==> config.mk <==
export PLATFORM = sky130hd
export DESIGN_NAME = binary_to_roman_numeral
export DESIGN_NICKNAME = d
export VERILOG_FILES = /design/src/hdl/brn_pkg.sv /design/src/hdl/binary_to_roman_numeral.sv /design/src/hdl/brn_dp.sv /design/src/hdl/brn_ctrl.sv
export SDC_FILE = /design/constraint.sdc
export NUM_CORES = 1
export LEC_CHECK = 0
export BUFFER_PORTS_ARGS = -buffer_cell sky130_fd_sc_hd__buf_4
export CAP_MARGIN = 20
export CORE_MARGIN = 4
export CORE_UTILIZATION = 30
export DETAILED_ROUTE_END_ITERATION = 10
export PLACE_DENSITY = 0.47
export SYNTH_ARGS = -nofsm -noshare
export SYNTH_HDL_FRONTEND = slang
export SYNTH_SLANG_ARGS = --single-unit
==> constraint.sdc <==
create_clock -name i_clk -period 9.2 [get_ports i_clk]
set_input_delay 0 -clock i_clk [delete_from_list [all_inputs] [get_ports i_clk]]
set_output_delay 0 -clock i_clk [all_outputs]
set_load 0.03 [all_outputs]
==> src/hdl/brn_pkg.sv <==
// Shared types, codes and symbol tables for the binary to Roman numeral converter.
`default_nettype none

package brn_pkg;

    localparam int ValueWidth = 12;
    localparam int CharWidth  = 7;
    localparam int MaxValue   = 3999;

    // ASCII codes of the Roman symbols.
    localparam logic [CharWidth-1:0] CHAR_I    = 7'h49;
    localparam logic [CharWidth-1:0] CHAR_V    = 7'h56;
    localparam logic [CharWidth-1:0] CHAR_X    = 7'h58;
    localparam logic [CharWidth-1:0] CHAR_L    = 7'h4C;
    localparam logic [CharWidth-1:0] CHAR_C    = 7'h43;
    localparam logic [CharWidth-1:0] CHAR_D    = 7'h44;
    localparam logic [CharWidth-1:0] CHAR_M    = 7'h4D;
    localparam logic [CharWidth-1:0] CHAR_NONE = 7'h00;

    // Decimal places, most significant first.
    localparam logic [1:0] PLACE_THOUSANDS = 2'd0;
    localparam logic [1:0] PLACE_HUNDREDS  = 2'd1;
    localparam logic [1:0] PLACE_TENS      = 2'd2;
    localparam logic [1:0] PLACE_ONES      = 2'd3;

    typedef struct packed {
        logic       load;      // take a new value into the remainder register
        logic       emit;      // load the output register with the current character
        logic       emit_err;  // load the output register with the error result
        logic       advance;   // step the remainder past the current place
        logic [1:0] place;
        logic [1:0] pos;
    } t_cmd;

    typedef struct packed {
        logic       in_range;  // value on the input port is 1 to 3999
        logic [2:0] pat_len;   // characters in the current digit's pattern
        logic       is_last;   // current character ends the numeral
    } t_sts;

    // k times the weight of a place, wide enough for 9 * 1000.
    function automatic logic [13:0] place_mul(input logic [1:0] place, input logic [3:0] k);
        logic [13:0] w;
        unique case (place)
            PLACE_THOUSANDS: w = 14'd1000;
            PLACE_HUNDREDS:  w = 14'd100;
            PLACE_TENS:      w = 14'd10;
            PLACE_ONES:      w = 14'd1;
            default:         w = 14'd1;
        endcase
        return 14'(w * {10'd0, k});
    endfunction

    function automatic logic [CharWidth-1:0] sym_one(input logic [1:0] place);
        logic [CharWidth-1:0] c;
        unique case (place)
            PLACE_THOUSANDS: c = CHAR_M;
            PLACE_HUNDREDS:  c = CHAR_C;
            PLACE_TENS:      c = CHAR_X;
            default:         c = CHAR_I;
        endcase
        return c;
    endfunction

    function automatic logic [CharWidth-1:0] sym_five(input logic [1:0] place);
        logic [CharWidth-1:0] c;
        unique case (place)
            PLACE_HUNDREDS: c = CHAR_D;
            PLACE_TENS:     c = CHAR_L;
            PLACE_ONES:     c = CHAR_V;
            default:        c = CHAR_NONE;
        endcase
        return c;
    endfunction

    function automatic logic [CharWidth-1:0] sym_ten(input logic [1:0] place);
        logic [CharWidth-1:0] c;
        unique case (place)
            PLACE_HUNDREDS: c = CHAR_M;
            PLACE_TENS:     c = CHAR_C;
            PLACE_ONES:     c = CHAR_X;
            default:        c = CHAR_NONE;
        endcase
        return c;
    endfunction

    function automatic logic [2:0] pat_len(input logic [3:0] d);
        logic [2:0] n;
        if (d == 4'd4 || d == 4'd9) begin
            n = 3'd2;
        end else if (d >= 4'd5) begin
            n = 3'(d - 4'd4);
        end else begin
            n = d[2:0];
        end
        return n;
    endfunction

    function automatic logic [CharWidth-1:0] pat_char(input logic [1:0] place,
                                                      input logic [3:0] d,
                                                      input logic [1:0] pos);
        logic [CharWidth-1:0] c;
        if (d == 4'd4) begin
            c = (pos == 2'd0) ? sym_one(place) : sym_five(place);
        end else if (d == 4'd9) begin
            c = (pos == 2'd0) ? sym_one(place) : sym_ten(place);
        end else if (d >= 4'd5) begin
            c = (pos == 2'd0) ? sym_five(place) : sym_one(place);
        end else begin
            c = sym_one(place);
        end
        return c;
    endfunction

endpackage

`default_nettype wire

==> src/hdl/binary_to_roman_numeral.sv <==
// Top level of the binary to Roman numeral converter: controller plus datapath.
`default_nettype none

// Usage:
// The input channel (i_valid, o_stall, i_value) takes one 12-bit number per
// transaction. The output channel (o_valid, i_stall, o_char_code, o_is_last,
// o_out_of_range) returns the numeral as ASCII characters, most significant
// first, one character per transaction; o_is_last marks the final one.
// A value of 0 or above 3999 gives a single transaction with char_code 0,
// is_last 1 and out_of_range 1.
// One number is converted at a time: o_stall is high from the accepting edge
// until the last character has been written into the output register. After
// leaving idle, the controller writes one character or skips one zero digit
// per step, and waits to write while a stalled character fills the output
// register. The first character is written once any leading zero places are
// skipped, and it reaches o_valid from the output register.
// The output register holds a stalled transaction unchanged; while it waits
// the controller holds its position but still skips zero digits. The next number
// may be taken while the last character of the previous one still waits there.
// Synchronous reset clears the controller to idle and drops o_valid.

module binary_to_roman_numeral (
    input  wire                                i_clk,
    input  wire                                i_rst_n,
    input  wire                                i_valid,
    output logic                               o_stall,
    input  wire  [brn_pkg::ValueWidth-1:0]     i_value,
    output logic                               o_valid,
    input  wire                                i_stall,
    output logic [brn_pkg::CharWidth-1:0]      o_char_code,
    output logic                               o_is_last,
    output logic                               o_out_of_range
);
    import brn_pkg::*;

    t_cmd cmd;
    t_sts sts;

    // The controller walks the places and the positions within each pattern.
    brn_ctrl u_ctrl (
        .i_clk       (i_clk),
        .i_rst_n     (i_rst_n),
        .i_in_valid  (i_valid),
        .i_out_stall (i_stall),
        .i_sts       (sts),
        .o_cmd       (cmd),
        .o_in_stall  (o_stall),
        .o_out_valid (o_valid)
    );

    // The datapath keeps the remainder, finds each digit and holds the output payload.
    brn_dp u_dp (
        .i_clk          (i_clk),
        .i_cmd          (cmd),
        .i_value        (i_value),
        .o_sts          (sts),
        .o_char_code    (o_char_code),
        .o_is_last      (o_is_last),
        .o_out_of_range (o_out_of_range)
    );

endmodule

`default_nettype wire

==> src/hdl/brn_dp.sv <==
// Datapath: remainder register, digit extraction per place and the output payload register.
`default_nettype none

module brn_dp (
    input  wire                                i_clk,
    input  brn_pkg::t_cmd                      i_cmd,
    input  wire  [brn_pkg::ValueWidth-1:0]     i_value,
    output brn_pkg::t_sts                      o_sts,
    output logic [brn_pkg::CharWidth-1:0]      o_char_code,
    output logic                               o_is_last,
    output logic                               o_out_of_range
);
    import brn_pkg::*;

    logic [ValueWidth-1:0] r_rem;
    logic [ValueWidth-1:0] n_rem;
    logic [ValueWidth-1:0] rem_next;
    logic [3:0]            digit;
    logic [13:0]           sub;
    logic [2:0]            len;
    logic [CharWidth-1:0]  cur_char;
    logic                  cur_last;

    // The digit of the current place is the largest k with k * weight <= remainder.
    // All nine compares run side by side.
    always_comb begin
        digit = 4'd0;
        sub   = 14'd0;
        for (int k = 1; k <= 9; k++) begin
            if ({2'b00, r_rem} >= place_mul(i_cmd.place, 4'(k))) begin
                digit = 4'(k);
                sub   = place_mul(i_cmd.place, 4'(k));
            end
        end
    end

    assign rem_next = r_rem - sub[ValueWidth-1:0];
    assign len      = pat_len(digit);
    assign cur_char = pat_char(i_cmd.place, digit, i_cmd.pos);
    assign cur_last = ({1'b0, i_cmd.pos} == 3'(len - 3'd1)) && (rem_next == '0);

    assign o_sts.in_range = (i_value != '0) && ({20'd0, i_value} <= 32'(MaxValue));
    assign o_sts.pat_len  = len;
    assign o_sts.is_last  = cur_last;

    always_comb begin
        n_rem = r_rem;
        if (i_cmd.load) begin
            n_rem = i_value;
        end else if (i_cmd.advance) begin
            n_rem = rem_next;
        end
    end

    always_ff @(posedge i_clk) begin
        r_rem <= n_rem;
        if (i_cmd.emit) begin
            o_char_code    <= cur_char;
            o_is_last      <= cur_last;
            o_out_of_range <= 1'b0;
        end else if (i_cmd.emit_err) begin
            o_char_code    <= CHAR_NONE;
            o_is_last      <= 1'b1;
            o_out_of_range <= 1'b1;
        end
    end

endmodule

`default_nettype wire

==> src/hdl/brn_ctrl.sv <==
// Controller: sequences places and pattern positions and owns both handshakes.
`default_nettype none

module brn_ctrl (
    input  wire           i_clk,
    input  wire           i_rst_n,
    input  wire           i_in_valid,
    input  wire           i_out_stall,
    input  brn_pkg::t_sts i_sts,
    output brn_pkg::t_cmd o_cmd,
    output logic          o_in_stall,
    output logic          o_out_valid
);
    import brn_pkg::*;

    localparam logic [1:0] ST_IDLE = 2'd0;
    localparam logic [1:0] ST_RUN  = 2'd1;
    localparam logic [1:0] ST_ERR  = 2'd2;

    logic [1:0] r_state, n_state;
    logic [1:0] r_place, n_place;
    logic [1:0] r_pos,   n_pos;
    logic       r_out_valid, n_out_valid;
    logic       slot_free;
    logic       in_take;

    assign slot_free  = !r_out_valid || !i_out_stall;
    assign o_in_stall = (r_state != ST_IDLE);
    assign in_take    = i_in_valid && (r_state == ST_IDLE);

    always_comb begin
        n_state        = r_state;
        n_place        = r_place;
        n_pos          = r_pos;
        o_cmd.load     = 1'b0;
        o_cmd.emit     = 1'b0;
        o_cmd.emit_err = 1'b0;
        o_cmd.advance  = 1'b0;
        o_cmd.place    = r_place;
        o_cmd.pos      = r_pos;
        unique case (r_state)
            ST_IDLE: begin
                if (in_take) begin
                    o_cmd.load = 1'b1;
                    n_place    = PLACE_THOUSANDS;
                    n_pos      = 2'd0;
                    n_state    = i_sts.in_range ? ST_RUN : ST_ERR;
                end
            end
            ST_RUN: begin
                if (i_sts.pat_len == 3'd0) begin
                    // A zero digit emits nothing; move straight to the next place.
                    o_cmd.advance = 1'b1;
                    n_place       = r_place + 2'd1;
                    n_pos         = 2'd0;
                end else if (slot_free) begin
                    o_cmd.emit = 1'b1;
                    if (i_sts.is_last) begin
                        n_state = ST_IDLE;
                    end else if ({1'b0, r_pos} == 3'(i_sts.pat_len - 3'd1)) begin
                        o_cmd.advance = 1'b1;
                        n_place       = r_place + 2'd1;
                        n_pos         = 2'd0;
                    end else begin
                        n_pos = r_pos + 2'd1;
                    end
                end
            end
            ST_ERR: begin
                if (slot_free) begin
                    o_cmd.emit_err = 1'b1;
                    n_state        = ST_IDLE;
                end
            end
            default: begin
                n_state = ST_IDLE;
            end
        endcase
    end

    always_comb begin
        if (o_cmd.emit || o_cmd.emit_err) begin
            n_out_valid = 1'b1;
        end else if (!i_out_stall) begin
            n_out_valid = 1'b0;
        end else begin
            n_out_valid = r_out_valid;
        end
    end

    assign o_out_valid = r_out_valid;

    always_ff @(posedge i_clk) begin
        if (!i_rst_n) begin
            r_state     <= ST_IDLE;
            r_place     <= PLACE_THOUSANDS;
            r_pos       <= 2'd0;
            r_out_valid <= 1'b0;
        end else begin
            r_state     <= n_state;
            r_place     <= n_place;
            r_pos       <= n_pos;
            r_out_valid <= n_out_valid;
        end
    end

    // A character is never written over a result that is still waiting.
    a_emit_slot: assert property (@(posedge i_clk) disable iff (!i_rst_n)
        (o_cmd.emit || o_cmd.emit_err) |-> slot_free)
        else $error("output register overwritten while stalled");

    // The final character of a numeral returns the controller to idle.
    a_last_idle: assert property (@(posedge i_clk) disable iff (!i_rst_n)
        (o_cmd.emit && i_sts.is_last) |=> (r_state == ST_IDLE))
        else $error("controller did not go idle after the last character");

    // A place with a zero digit can never be where the numeral ends.
    a_zero_digit: assert property (@(posedge i_clk) disable iff (!i_rst_n)
        (r_state == ST_RUN && i_sts.pat_len == 3'd0) |=> (r_state == ST_RUN))
        else $error("conversion ended on a zero digit");

    // The pattern position stays inside the current digit's pattern.
    a_pos_bound: assert property (@(posedge i_clk) disable iff (!i_rst_n)
        (r_state == ST_RUN && i_sts.pat_len != 3'd0) |-> ({1'b0, r_pos} < i_sts.pat_len))
        else $error("pattern position outside the digit pattern");

endmodule

`default_nettype wire

# == Word-level counts from Yosys, hierarchy flattened ==
# Index checks and enable logic that the tools add are counted.
# classes
n_addsub,5
mul,10
order_cmp,11
n_eq_ne,17
n_mux,72
n_reduce_logical,21
# op_table
op,n
$mux W12,11
$ge A12 B14 Y1,9
$mux W14,5
$mux W7,8
$pmux W14 S4,1
$pmux W7 S3,2
$mux W2,17
$mul A14 B3 Y12 const B,2
$mul A14 B3 Y14 const B,2
$mux W3,6
$mux W1,16
$pmux W5 S3,1
$mul A14 B2 Y11 const B,1
$mul A14 B2 Y12 const B,1
$mul A14 B2 Y13 const B,1
$mul A14 B2 Y14 const B,1
$mul A14 B4 Y12 const B,1
$mul A14 B4 Y14 const B,1
$le A12 B12 Y1 const B,1
$logic_not A12 Y1,1
$reduce_bool A12 Y1,1
$sub A12 B12 Y12,1
$ne A2 B1 Y1 const B,5
$reduce_and A5 Y1,2
22 further kinds,39
# word_totals
regBits,28
in_bits,16
output_inout_bits,11
wordCells,144

# == Depth between registers and ports, before layout ==
# Gate-level depths: netlist (run 1).
# depth
depth_word,24
mapped_depth,30

# == Hierarchy ==
# Synthesis (run 1) repeated with hierarchy kept, for this count alone.
# hier_totals
cells_unflattened,566
area_unflattened_um2,4619.4
# modules_own_cells
module,n_inst,cells_per_inst,area_per_inst_um2
brn_dp,1,511,4106.4
brn_ctrl,1,55,513.0

# == Worst setup path before layout (run 1) ==
# Ideal clock, no wire load.
# synth_path
path_kind,register to register
startpoint,reg u_ctrl.r_place[0]
endpoint,reg u_dp.r_rem[0] (enable)
setup_ns,0.302
arrival_time_ns,5.734
t_required_ns,8.898
slack_ns,3.164
path_stages_with_launch,28
n_path_buf,2
period_less_slack_ns,6.036
path_cell_list,dfxtp_1 -> inv_1 -> ha_1 -> buf_2 -> inv_1 -> ha_1 -> o21ai_0 -> nand2_1 -> a21o_1 -> ha_1 -> nand4_1 -> or3_1 -> a31oi_1 -> o221ai_2 -> nand2_1 -> clkbuf_1 -> mux2i_1 -> o221ai_1 -> fa_1 -> nor2b_1 -> o21ai_0 -> a21boi_0 -> o21ai_0 -> xnor2_1 -> nor4_1 -> o2111ai_1 -> o21ai_1 -> nand2_2
# synth_between
elab_chain_len,23
# synth_lines
item,line_no,source
from (decl),brn_ctrl.sv:21,"logic [1:0] r_place, n_place;"
from (signal assigned),brn_ctrl.sv:101,r_place <= n_place;
$eq A2 B2 Y1 (tied with other cells),brn_pkg.sv:44,unique case (place)
$pmux W14 S4 *,brn_pkg.sv:44,
"parallel branches: the longest is 18 deep, another holds $mul A14 B2 Y14",--,
$mux W1 *,brn_ctrl.sv:51,if (i_sts.pat_len == 3'd0) begin
$mux W1 *,brn_ctrl.sv:41,unique case (r_state)
$reduce_bool A2 Y1 (no line) *,--,
to (signal assigned),brn_dp.sv:56,r_rem <= n_rem;
to (decl),brn_dp.sv:15,logic [ValueWidth-1:0] r_rem;
# Every way passes the cells marked *. The select of a mux whose other input is x is not followed.
# A chain may end at the register's enable or synchronous reset.

# == Final worst setup path (run 1) ==
# Ends and elaborated chain as after synthesis.

==> impl_summary.txt, run 1 <==
----------------------------------------------------
[Logic synthesis]
  Area fraction in compound gates after synthesis ... 32.9%
  Simple-gate share of the synthesized area ... 20.5%
  Synth unique cells ... 82
  Number of enable flip-flop cells after synthesis ... 19
  Net count after synthesis ... 665
  Leading register cell type out of synthesis ... edfxtp_1
  Share of the synthesized netlist area taken by xor and xnor gates ... 1.71%
  Sequential fraction of the synthesis area ... 15.9%
  Synthesized netlist cell count ... 567
  Fraction of synthesized area in multiplexers ... 2.34%
  Synth warnings ... 0
  Main combinational cell family by area after synthesis ... compound AO/OA/AOI/OAI gates
  Share of async-settable or async-resettable flops after synthesis ... 0%
  Adder-cell share of the synthesized area ... 22.4%
  #FFs+latches synth ... 27
  Mean instance size in the synthesized netlist ... 8.13 um2
  Cell area after synthesis ... 4610 um2

[Finish]
  Most frequent standard cell in the layout excluding fill and tap cells ... ha_1
  Commonest non-fill, non-tap cells in the layout ... ha_1, nand2_1, nor2_1, o21ai_0, a21oi_1
  Multi-input combinational cell area ... 3690 um2
  Final Util ... 33.4%
  FILL cells ... 1576
  Seq. cell area ... 731 um2
  Ant. Diodes ... 0
  Count of nets after finishing ... 682
  Layout cell share with drive strength beyond 1 ... 11.3%
  Layout overhead on the synthesized area ... 9.88%

[Detailed routing]
  DRC violation count after routing ... 0
  Routed via count divided by cell count ... 5.97
  Total via count in the routed design ... 4601
  Number of design-rule violations left by the first detailed-router iteration ... 322
  Antenna Violating Nets Remaining ... 0
  Detailed-route wire length ... 16200 um
  DR WL/cell ... 21.0 um
  Detailed-router iteration count before antenna repair ... 4

[Global routing]
  Global-route wire length before repair ... 25600 um
  Number of antenna violations at the first check in global routing ... 0
  Vias in the first global route ... 4689
  Pin count of the biggest net entering global routing ... 20
  Sum of overflow across all layers after global routing ... 0
  Global router's overall resource usage ... 18.3%

[Timing]
  Post-layout minimum cycle time ... 7.71 ns
  Worst slew margin relative to its limit ... 44.6%
  Max Fclk ... 130 MHz
  Final Max Slew Viols ... 0
  Final-layout setup total negative slack ... 0 ns
  Worst clock skew on the final layout ... 0.00617 ns
  Number of setup violations in the final report ... 0
  Slew at the pin closest to its max-slew limit ... 0.830 ns
  Unrepaired setup endpoints after global routing ... no
  Number of hold violations in the final report ... 0
  Crit share post-route ... 83.8%

[Clocking]
  CTS Root Cell ... clkbuf_16
  Number of gates given a new drive strength after cts ... 0
  CTS Buffer Depth ... 2
  H-tree levels ... 1
  Number of buffers inserted to repair setup after CTS ... 0
  Clock input transition at the sequential cells of the worst setup and hold paths ... 0.06 ns
  Number of buffers added by the clock tree synthesis step ... 3
  Hold-fix buffers at CTS ... 0
  TritonCTS clock tree ... done
  Sink count of the clock tree ... 27
  Clk_lat worst skew ... 0.27 ns

[Die]
  Starting density of the core ... 30.4%
  Die Height ... 132 um
  Placement Rows ... 45
  DIE AREA ... 17400 um2
  Number of placed I/O pins ... 27
  Die outline width ... 132 um
  Placeable core region ... 15100 um2

[Worst setup path]
  Crit start category ... flip-flop
  Reg-to-reg setup timing slack ... 1.49 ns
  Crit path kind ... reg2reg
  Required time at the worst-slack endpoint ... 9.15 ns
  Crit Path Max Fanout ... 17
  Kind of end point of the critical path ... flip-flop
  Critical Path AT ... 7.66 ns

[Place]
  DP Wirelength ... 13000 um
  GP Congestion ... 0.934
  Number of input and output port buffers inserted ... 25

[Run status]
  Result of the run ... finished clean

[Flow run]
  Maximum capacitance violations ... 0

[Worst hold path]
  Class of the tightest hold or removal check ... in2reg

----------------------------------------------------
-- layout make-up --
cell class / count / share of cell area (%)
Multi-Input combinational cell: 493 / 72.8
Sequential cell: 27 / 14.4
Tap cell: 188 / 4.65
Timing Repair Buffer: 29 / 4.30
Inverter: 30 / 2.22
Clock buffer: 4 / 1.56
-- final timing paths --
| kind | start | endpoint | cells past startpoint |
|---|---|---|---|
| min reg2reg | u_ctrl.r_pos[1] | u_ctrl.r_pos[1] | 2 |
| min | i_value[2] | u_dp.r_rem[2] | 3 |
| max reg2reg | u_ctrl.r_place[0] | u_dp.r_rem[0] | 25 |
| max | u_ctrl.r_place[0] | u_dp.r_rem[0] | 25 |
-- critical path, cell delays in order, from the launching register on --
cell       delay, ns
dfxtp_1         0.45
inv_1           0.24
ha_1            0.74
inv_1           0.51
ha_1            0.44
o21ai_0         0.12
nand2_1         0.07
a21o_1          0.24
ha_1            0.28
nand4_1         0.14
or3_1           0.37
a31oi_1         0.20
o221ai_2        0.20
nand2_1         0.47
mux2i_1         0.25
o221ai_1        0.20
fa_1            0.46
nor2b_1         0.12
o21ai_0         0.11
a21boi_0        0.38
o21ai_0         0.19
xnor2_1         0.17
nor4_1          0.42
o2111ai_1       0.18
o21ai_1         0.17
nand2_2         0.27
-- registers in the layout, indices dropped and copies added, names as in the netlist --
register / cells
u_dp.o_char_code: 6
u_ctrl.r_pos: 2
u_dp.o_is_last: 1
u_dp.o_out_of_range: 1
u_ctrl.r_state: 2
u_ctrl.r_place: 2
u_dp.r_rem: 12
u_ctrl.o_out_valid: 1
-- metal layers --
layer,GRT usage (%),up-vias,wire length [um]
met5,0,-,0
met4,5.89,0,384
met3,1.79,31,843
met2,31.4,162,7680
met1,24.1,2186,7260
li1,-,2222,-
-- cell usage after synthesis, drive strengths merged, types with 7 or more instances --
master,n,area [um2]
nor2,47,179
nor2b,9,56.3
inv,30,113
edfxtp,19,571
nand2,58,220
dfxtp,8,160
o21a,7,52.6
a21oi,33,165
a311oi,7,67.6
a31oi,14,87.6
a211oi,10,75.1
nand3,16,85.1
o211ai,10,80.1
or3,8,50.1
nor3,12,60.1
a21o,9,67.6
buf,8,47.5
a221oi,7,67.6
ha,81,1010
clkbuf,9,33.8
o21ai,51,263
-- through the flow --
| step | hold slack, ns | area [um2] | setup WS (ns) | std cells |
|---|---|---|---|---|
| after floorplan | 0.185 | 4610 | 3.16 | 567 |
| after global placement | 0.303 | 4980 | 1.96 | 767 |
| after detailed placement | 0.299 | 4980 | 1.59 | 767 |
| after CTS | 0.0209 | 5060 | 1.57 | 771 |
| after global routing | 0.0366 | 5060 | 0.800 | 771 |
| final | 0.0231 | 5060 | 1.49 | 771 |
-- kinds of logic after synthesis --
logic type	after synthesis
mux	10
buf+inv	47
simple gates	189
xor+xnor	9
flops	27
fa+ha+maj	82
compound gates	202
other cells	1
Power of run 1 is left out: the tool's default activity adds up to more than one toggle a clock period on the data nets, which glitch-free logic cannot reach.
==> run 2, diff against run 1 <==
==> constraint.sdc (replaced) <==
create_clock -name i_clk -period 7.4 [get_ports i_clk]
set_input_delay 0 -clock i_clk [delete_from_list [all_inputs] [get_ports i_clk]]
set_output_delay 0 -clock i_clk [all_outputs]
set_load 0.03 [all_outputs]
==> run 2 against run 1 <==
Against the previous run: register-to-register slack worse by 0.83 ns; global-route usage is 0.25 points higher; wire length increased by 1.9%; clock skew barely moved; critical path type unchanged; largest cell class unchanged; highest routed layer unchanged.
==> impl_summary.txt, run 2 (same netlist as run 1, synthesis figures left out) <==
----------------------------------------------------
[Clocking]
  Clock input transition at the sequential cells of the worst setup and hold paths ... 0.07 ns (about the same)
  Clk_lat worst skew ... 0.27 ns (about the same)
  Number of buffers inserted to repair setup after CTS ... 0 (unchanged)
  H-tree levels ... 1 (unchanged)
  Sink count of the clock tree ... 27 (unchanged)
  CTS Buffer Depth ... 2 (unchanged)
  TritonCTS clock tree ... done
  CTS Root Cell ... clkbuf_16
  Number of buffers added by the clock tree synthesis step ... 3 (unchanged)
  Hold-fix buffers at CTS ... 0 (unchanged)

[Detailed routing]
  DRC violation count after routing ... 0 (unchanged)
  Detailed-router iteration count before antenna repair ... 5 (+1)
  Detailed-route wire length ... 16500 um (+1.9%)
  Antenna Violating Nets Remaining ... 0 (unchanged)
  Routed via count divided by cell count ... 5.99 (+0.41%)
  DR WL/cell ... 21.0 um (+0.35%)
  Total via count in the routed design ... 4692 (+2.0%)
  Number of design-rule violations left by the first detailed-router iteration ... 347 (+7.8%)

[Worst setup path]
  Critical Path, Cell by Cell ... inv_1 > ha_1 > or2_4 > inv_1 > ha_1 > a21o_1 > a211o_1 > a221oi_1 > o211ai_2 > a221oi_1 > o32ai_1 > mux2i_1 > o221ai_1 > fa_1 > nor2b_1 > o21ai_0 > a21boi_1 > o21ai_0 > xnor2_1 > nor4_1 > o2111ai_1 > o21ai_1 > nand2_2
  Critical register-to-register path startpoint ... u_ctrl.r_place[0]
  Crit Path Max Fanout ... 14 (-3)
  Top Family by Delay on Critical Path ... compound AO/OA/AOI/OAI gates
  Crit start category ... flip-flop
  Reg-to-reg setup timing slack ... 0.66 ns (-0.83 ns)
  Combined buffer and inverter count along the critical path ... 2 (unchanged)
  Crit path largest cell delay ... 0.50 ns (-0.24 ns)
  Required time at the worst-slack endpoint ... 7.35 ns (-1.80 ns)
  Critical Path Slowest Stage Cell ... fa_1
  Kind of end point of the critical path ... flip-flop
  Critical Path AT ... 6.68 ns (-0.98 ns)
  Crit path kind ... reg2reg
  Depth of the worst register-to-register path ... 23 (-8.0%)
  Critical register-to-register path endpoint ... u_dp.r_rem[11]
  Stages on the worst setup path ... 23 (-8.0%)

[Flow run]
  Maximum capacitance violations ... 0 (unchanged)

[Timing]
  Worst slew margin relative to its limit ... 36.8% (-7.8 points)
  Post-layout minimum cycle time ... 6.74 ns (-0.973 ns)
  Final Max Slew Viols ... 0 (unchanged)
  Unrepaired setup endpoints after global routing ... no
  Post-route setup slack ... 0.664 ns (-0.827 ns)
  Crit share post-route ... 91.0% (+7.2 points)
  Max Fclk ... 148 MHz (+14%)
  Final-layout setup total negative slack ... 0 ns (unchanged)
  Number of hold violations in the final report ... 0 (unchanged)
  Number of setup violations in the final report ... 0 (unchanged)
  Slew at the pin closest to its max-slew limit ... 0.946 ns (+0.115 ns)
  Worst clock skew on the final layout ... 0.00601 ns (-0.000161 ns)

[Die]
  Placement Rows ... 45 (unchanged)
  Starting density of the core ... 30.4% (unchanged)
  Placeable core region ... 15100 um2 (unchanged)
  Die outline width ... 132 um (unchanged)
  Die Height ... 132 um (unchanged)
  DIE AREA ... 17400 um2 (unchanged)
  Number of placed I/O pins ... 27 (unchanged)

[Place]
  Number of input and output port buffers inserted ... 25 (unchanged)
  Worst setup slack before clock tree synthesis ... 0.458 ns (-1.13 ns)
  GP Congestion ... 0.959 (+2.7%)
  DP Wirelength ... 13200 um (+1.8%)

[Worst hold path]
  Hold path cells ... 3 (unchanged)
  Origin of the worst min-delay path ... i_value[4]
  End point of the worst hold path ... u_dp.r_rem[4]
  Class of the tightest hold or removal check ... in2reg

[Global routing]
  Sum of overflow across all layers after global routing ... 0 (unchanged)
  Number of antenna violations at the first check in global routing ... 0 (unchanged)
  Vias in the first global route ... 4677 (-0.26%)
  Global router's overall resource usage ... 18.5% (+0.25 points)
  Pin count of the biggest net entering global routing ... 20 (unchanged)
  Global-route wire length before repair ... 26100 um (+1.9%)

[Finish]
  Most flop-heavy register ... u_dp.r_rem
  Largest register FFs ... 12 (unchanged)
  Layout cell share with drive strength beyond 1 ... 13.6% (+2.3 points)
  Commonest non-fill, non-tap cells in the layout ... ha_1, nand2_1, nor2_1, buf_4, o21ai_0
  Most frequent standard cell in the layout excluding fill and tap cells ... ha_1
  Ant. Diodes ... 0 (unchanged)
  Leading registers by flop count ... u_dp.r_rem (12), u_dp.o_char_code (6)
  Layout overhead on the synthesized area ... 12.0%
  Count of nets after finishing ... 694 (+1.8%)

[Run status]
  Result of the run ... finished clean

----------------------------------------------------
[run 2: changes by cell type in the layout (fill, tap and decap cells not counted)]
cell,previous run,this run
nor3_2,0,1
o211a_2,0,1
buf_4,29,41
a21boi_0,2,1
dfxtp_1,8,7
dfxtp_2,0,1
a21boi_1,1,2
nor3_1,12,11
o211a_1,2,1
[run 2: routing by layer]
metal  track usage (%)  up-vias  wire, um
met4              4.43        0       328
met5                 0        -         0
li1                  -     2253         -
met1              25.4     2266      7680
met2              32.2      148      7810
met3             0.763       25       667
[run 2: metrics by stage]
stage	instance area (um2)	utilization (%)	cells	hold slack [ns]
floorplan	4610	-	567	0.185
global placement	5070	33.5	779	0.300
detailed placement	5070	33.5	779	0.299
CTS	5150	34.0	783	0.0175
global route	5160	34.1	783	0.0378
finish	5160	34.1	783	0.0169
[run 2: how the worst max path moves through the flow]
stage                       from           endpoint  slack (ns)
2_1_floorplan  u_ctrl.r_place[0]      u_dp.r_rem[0]        1.36
3_3_place_gp   u_ctrl.r_place[0]      u_dp.r_rem[0]        0.58
3_5_place_dp   u_ctrl.r_place[0]      u_dp.r_rem[2]        0.46
4_1_cts        u_ctrl.r_place[0]      u_dp.r_rem[2]        0.40
5_1_grt        u_ctrl.r_place[0]  u_ctrl.r_place[0]        0.20
6_report       u_ctrl.r_place[0]     u_dp.r_rem[11]        0.66
[run 2: cell type report]
class	count	area [um2]
inverters	30	113
clock buffers	4	78.8
fillers	1597	9990
repair buffers	41	308
multi-input cells	493	3690
flip-flops and latches	27	732
well taps	188	235
[run 2: repair_timing]
action	in CTS	in global routing
setup endpoints to repair	0	18
hold endpoints to repair	0	0
resized for setup	0	4
[run 2: worst min-delay path: stages]
cell     delay, ns
buf_4         0.09
nand2_1       0.04
o21ai_0       0.05
Power of run 2 is left out for the same reason.
==> run 3, diff against run 2 <==
--- a/config.mk
+++ b/config.mk
@@ -5,7 +5,7 @@
 export SDC_FILE = /design/constraint.sdc
 export NUM_CORES = 1
 export LEC_CHECK = 0
-export BUFFER_PORTS_ARGS = -buffer_cell sky130_fd_sc_hd__buf_4
+export BUFFER_PORTS_ARGS = -buffer_cell sky130_fd_sc_hd__clkbuf_2
 export CAP_MARGIN = 20
 export CORE_MARGIN = 4
 export CORE_UTILIZATION = 30
==> constraint.sdc (replaced) <==
create_clock -name i_clk -period 8.7 [get_ports i_clk]
set_input_delay 0 -clock i_clk [delete_from_list [all_inputs] [get_ports i_clk]]
set_output_delay 0 -clock i_clk [all_outputs]
set_load 0.03 [all_outputs]
==> run 3 against run 2 <==
Against the previous run: first-iteration DRC count rose by 14%; utilization fell by 1.0 points; critical endpoint is now u_dp.r_rem[2]; critical path type unchanged; final area fell by 3.1%; clock skew fell by 0.0039 ns; count of clock-buffer cells in the layout did not move.
==> impl_summary.txt, run 3 (same netlist as run 1, synthesis figures left out) <==
----------------------------------------------------
[Run status]
  Result of the run ... finished clean

[Finish]
  Count of nets after finishing ... 682 (-1.7%)
  Commonest non-fill, non-tap cells in the layout ... ha_1, nand2_1, nor2_1, o21ai_0, a21oi_1
  Layout cell share with drive strength beyond 1 ... 11.3% (-2.3 points)
  Layout overhead on the synthesized area ... 8.53%
  Most flop-heavy register ... u_dp.r_rem
  Leading registers by flop count ... u_dp.r_rem (12), u_dp.o_char_code (6)
  Most frequent standard cell in the layout excluding fill and tap cells ... ha_1
  Largest register FFs ... 12 (unchanged)
  Ant. Diodes ... 0 (unchanged)

[Clocking]
  CTS Root Cell ... clkbuf_16
  Number of gates given a new drive strength after cts ... 0 (unchanged)
  TritonCTS clock tree ... done
  Number of buffers added by the clock tree synthesis step ... 3 (unchanged)
  H-tree levels ... 1 (unchanged)
  Sink count of the clock tree ... 27 (unchanged)
  Clock input transition at the sequential cells of the worst setup and hold paths ... 0.07 ns (about the same)
  Clk_lat worst skew ... 0.27 ns (about the same)
  Hold-fix buffers at CTS ... 0 (unchanged)
  CTS Buffer Depth ... 2 (unchanged)
  Number of buffers inserted to repair setup after CTS ... 0 (unchanged)

[Global routing]
  Pin count of the biggest net entering global routing ... 20 (unchanged)
  Global router's overall resource usage ... 18.0% (-0.55 points)
  Number of antenna violations at the first check in global routing ... 0 (unchanged)
  Sum of overflow across all layers after global routing ... 0 (unchanged)
  Global-route wire length before repair ... 25300 um (-3.0%)
  Vias in the first global route ... 4566 (-2.4%)

[Timing]
  Final-layout setup total negative slack ... 0 ns (unchanged)
  Worst slew margin relative to its limit ... 31.9% (-4.9 points)
  Slew at the pin closest to its max-slew limit ... 1.01 ns (+0.0676 ns)
  Final Max Slew Viols ... 0 (unchanged)
  Max Fclk ... 128 MHz (-14%)
  Crit share post-route ... 90.0% (-1.0 points)
  Hold Worst Slack ... 0.0356 ns (+0.0187 ns)
  Number of hold violations in the final report ... 0 (unchanged)
  Post-layout minimum cycle time ... 7.83 ns (+1.10 ns)
  Worst clock skew on the final layout ... 0.00208 ns (-0.00393 ns)
  Unrepaired setup endpoints after global routing ... no
  Number of setup violations in the final report ... 0 (unchanged)

[Die]
  Die outline width ... 132 um (unchanged)
  Die Height ... 132 um (unchanged)
  Placement Rows ... 45 (unchanged)
  Placeable core region ... 15100 um2 (unchanged)
  Starting density of the core ... 30.4% (unchanged)
  Number of placed I/O pins ... 27 (unchanged)
  DIE AREA ... 17400 um2 (unchanged)

[Worst setup path]
  Crit path kind ... reg2reg
  Crit start category ... flip-flop
  Critical Path Slowest Stage Cell ... ha_1
  Critical Path AT ... 7.79 ns (+1.11 ns)
  Required time at the worst-slack endpoint ... 8.65 ns (+1.30 ns)
  Combined buffer and inverter count along the critical path ... 2 (unchanged)
  Top Family by Delay on Critical Path ... compound AO/OA/AOI/OAI gates
  Crit path largest cell delay ... 0.75 ns (+0.25 ns)
  Crit Path Max Fanout ... 17 (+3)
  Kind of end point of the critical path ... flip-flop

[Detailed routing]
  DR WL/cell ... 20.6 um (-2.2%)
  DRC violation count after routing ... 0 (unchanged)
  Detailed-router iteration count before antenna repair ... 5 (unchanged)
  Detailed-route wire length ... 15900 um (-3.7%)
  Number of design-rule violations left by the first detailed-router iteration ... 397 (+14%)
  Routed via count divided by cell count ... 5.99 (about the same)
  Total via count in the routed design ... 4621 (-1.5%)
  Antenna Violating Nets Remaining ... 0 (unchanged)

[Place]
  Number of input and output port buffers inserted ... 25 (unchanged)
  DP Wirelength ... 12800 um (-2.8%)
  GP Congestion ... 1.00 (+4.3%)

[Worst hold path]
  Class of the tightest hold or removal check ... in2reg

[Flow run]
  Maximum capacitance violations ... 0 (unchanged)

----------------------------------------------------
[run 3: cell count changes in the layout (fill, tap and decap cells not counted), sizes merged]
| cell | previous run | this run |
|---|---|---|
| buf | 41 | 4 |
| clkbuf | 4 | 29 |
[run 3: path summary, 6_finish.rpt]
check / end / depth (start not counted) / startpoint / slack, ns
min: u_dp.r_rem[2] / 3 / i_value[2] / 0.04
max: u_dp.r_rem[2] / 25 / u_ctrl.r_place[0] / 0.87
max reg2reg: u_dp.r_rem[2] / 25 / u_ctrl.r_place[0] / 0.87
min reg2reg: u_ctrl.r_pos[1] / 2 / u_ctrl.r_pos[1] / 0.52
[run 3: tightest hold or removal path: cells and delay by family]
family          cells  cell delay [ns]
compound gates      1             0.06
buf+inv             1             0.09
simple gates        1             0.04
[run 3: final cells by class]
type | instances | area [um2]
sequential | 27 | 731
fill | 1612 | 10100
tap | 188 | 235
multi-input combinational | 493 | 3690
clock buffer | 4 | 78.8
inverter | 30 | 113
timing repair buffer | 29 | 155
[run 3: through the flow]
stage                     util (%)  instance area [um2]  std cells  setup slack (ns)
after global routing          33.0                 5000        771             0.288
after CTS                     33.0                 5000        771             0.977
after detailed placement      32.5                 4920        767              1.02
final                         33.0                 5000        771             0.868
after floorplan                  -                 4610        567              2.66
after global placement        32.5                 4920        767              1.46
[run 3: per-layer routing]
metal / global-route usage [%] / up-vias / wire (um)
met4: 5.37 / 0 / 278
met2: 30.8 / 158 / 7580
met3: 1.76 / 17 / 900
met1: 24.1 / 2223 / 7110
li1: - / 2223 / -
met5: 0 / - / 0
Power of run 3 is left out for the same reason.
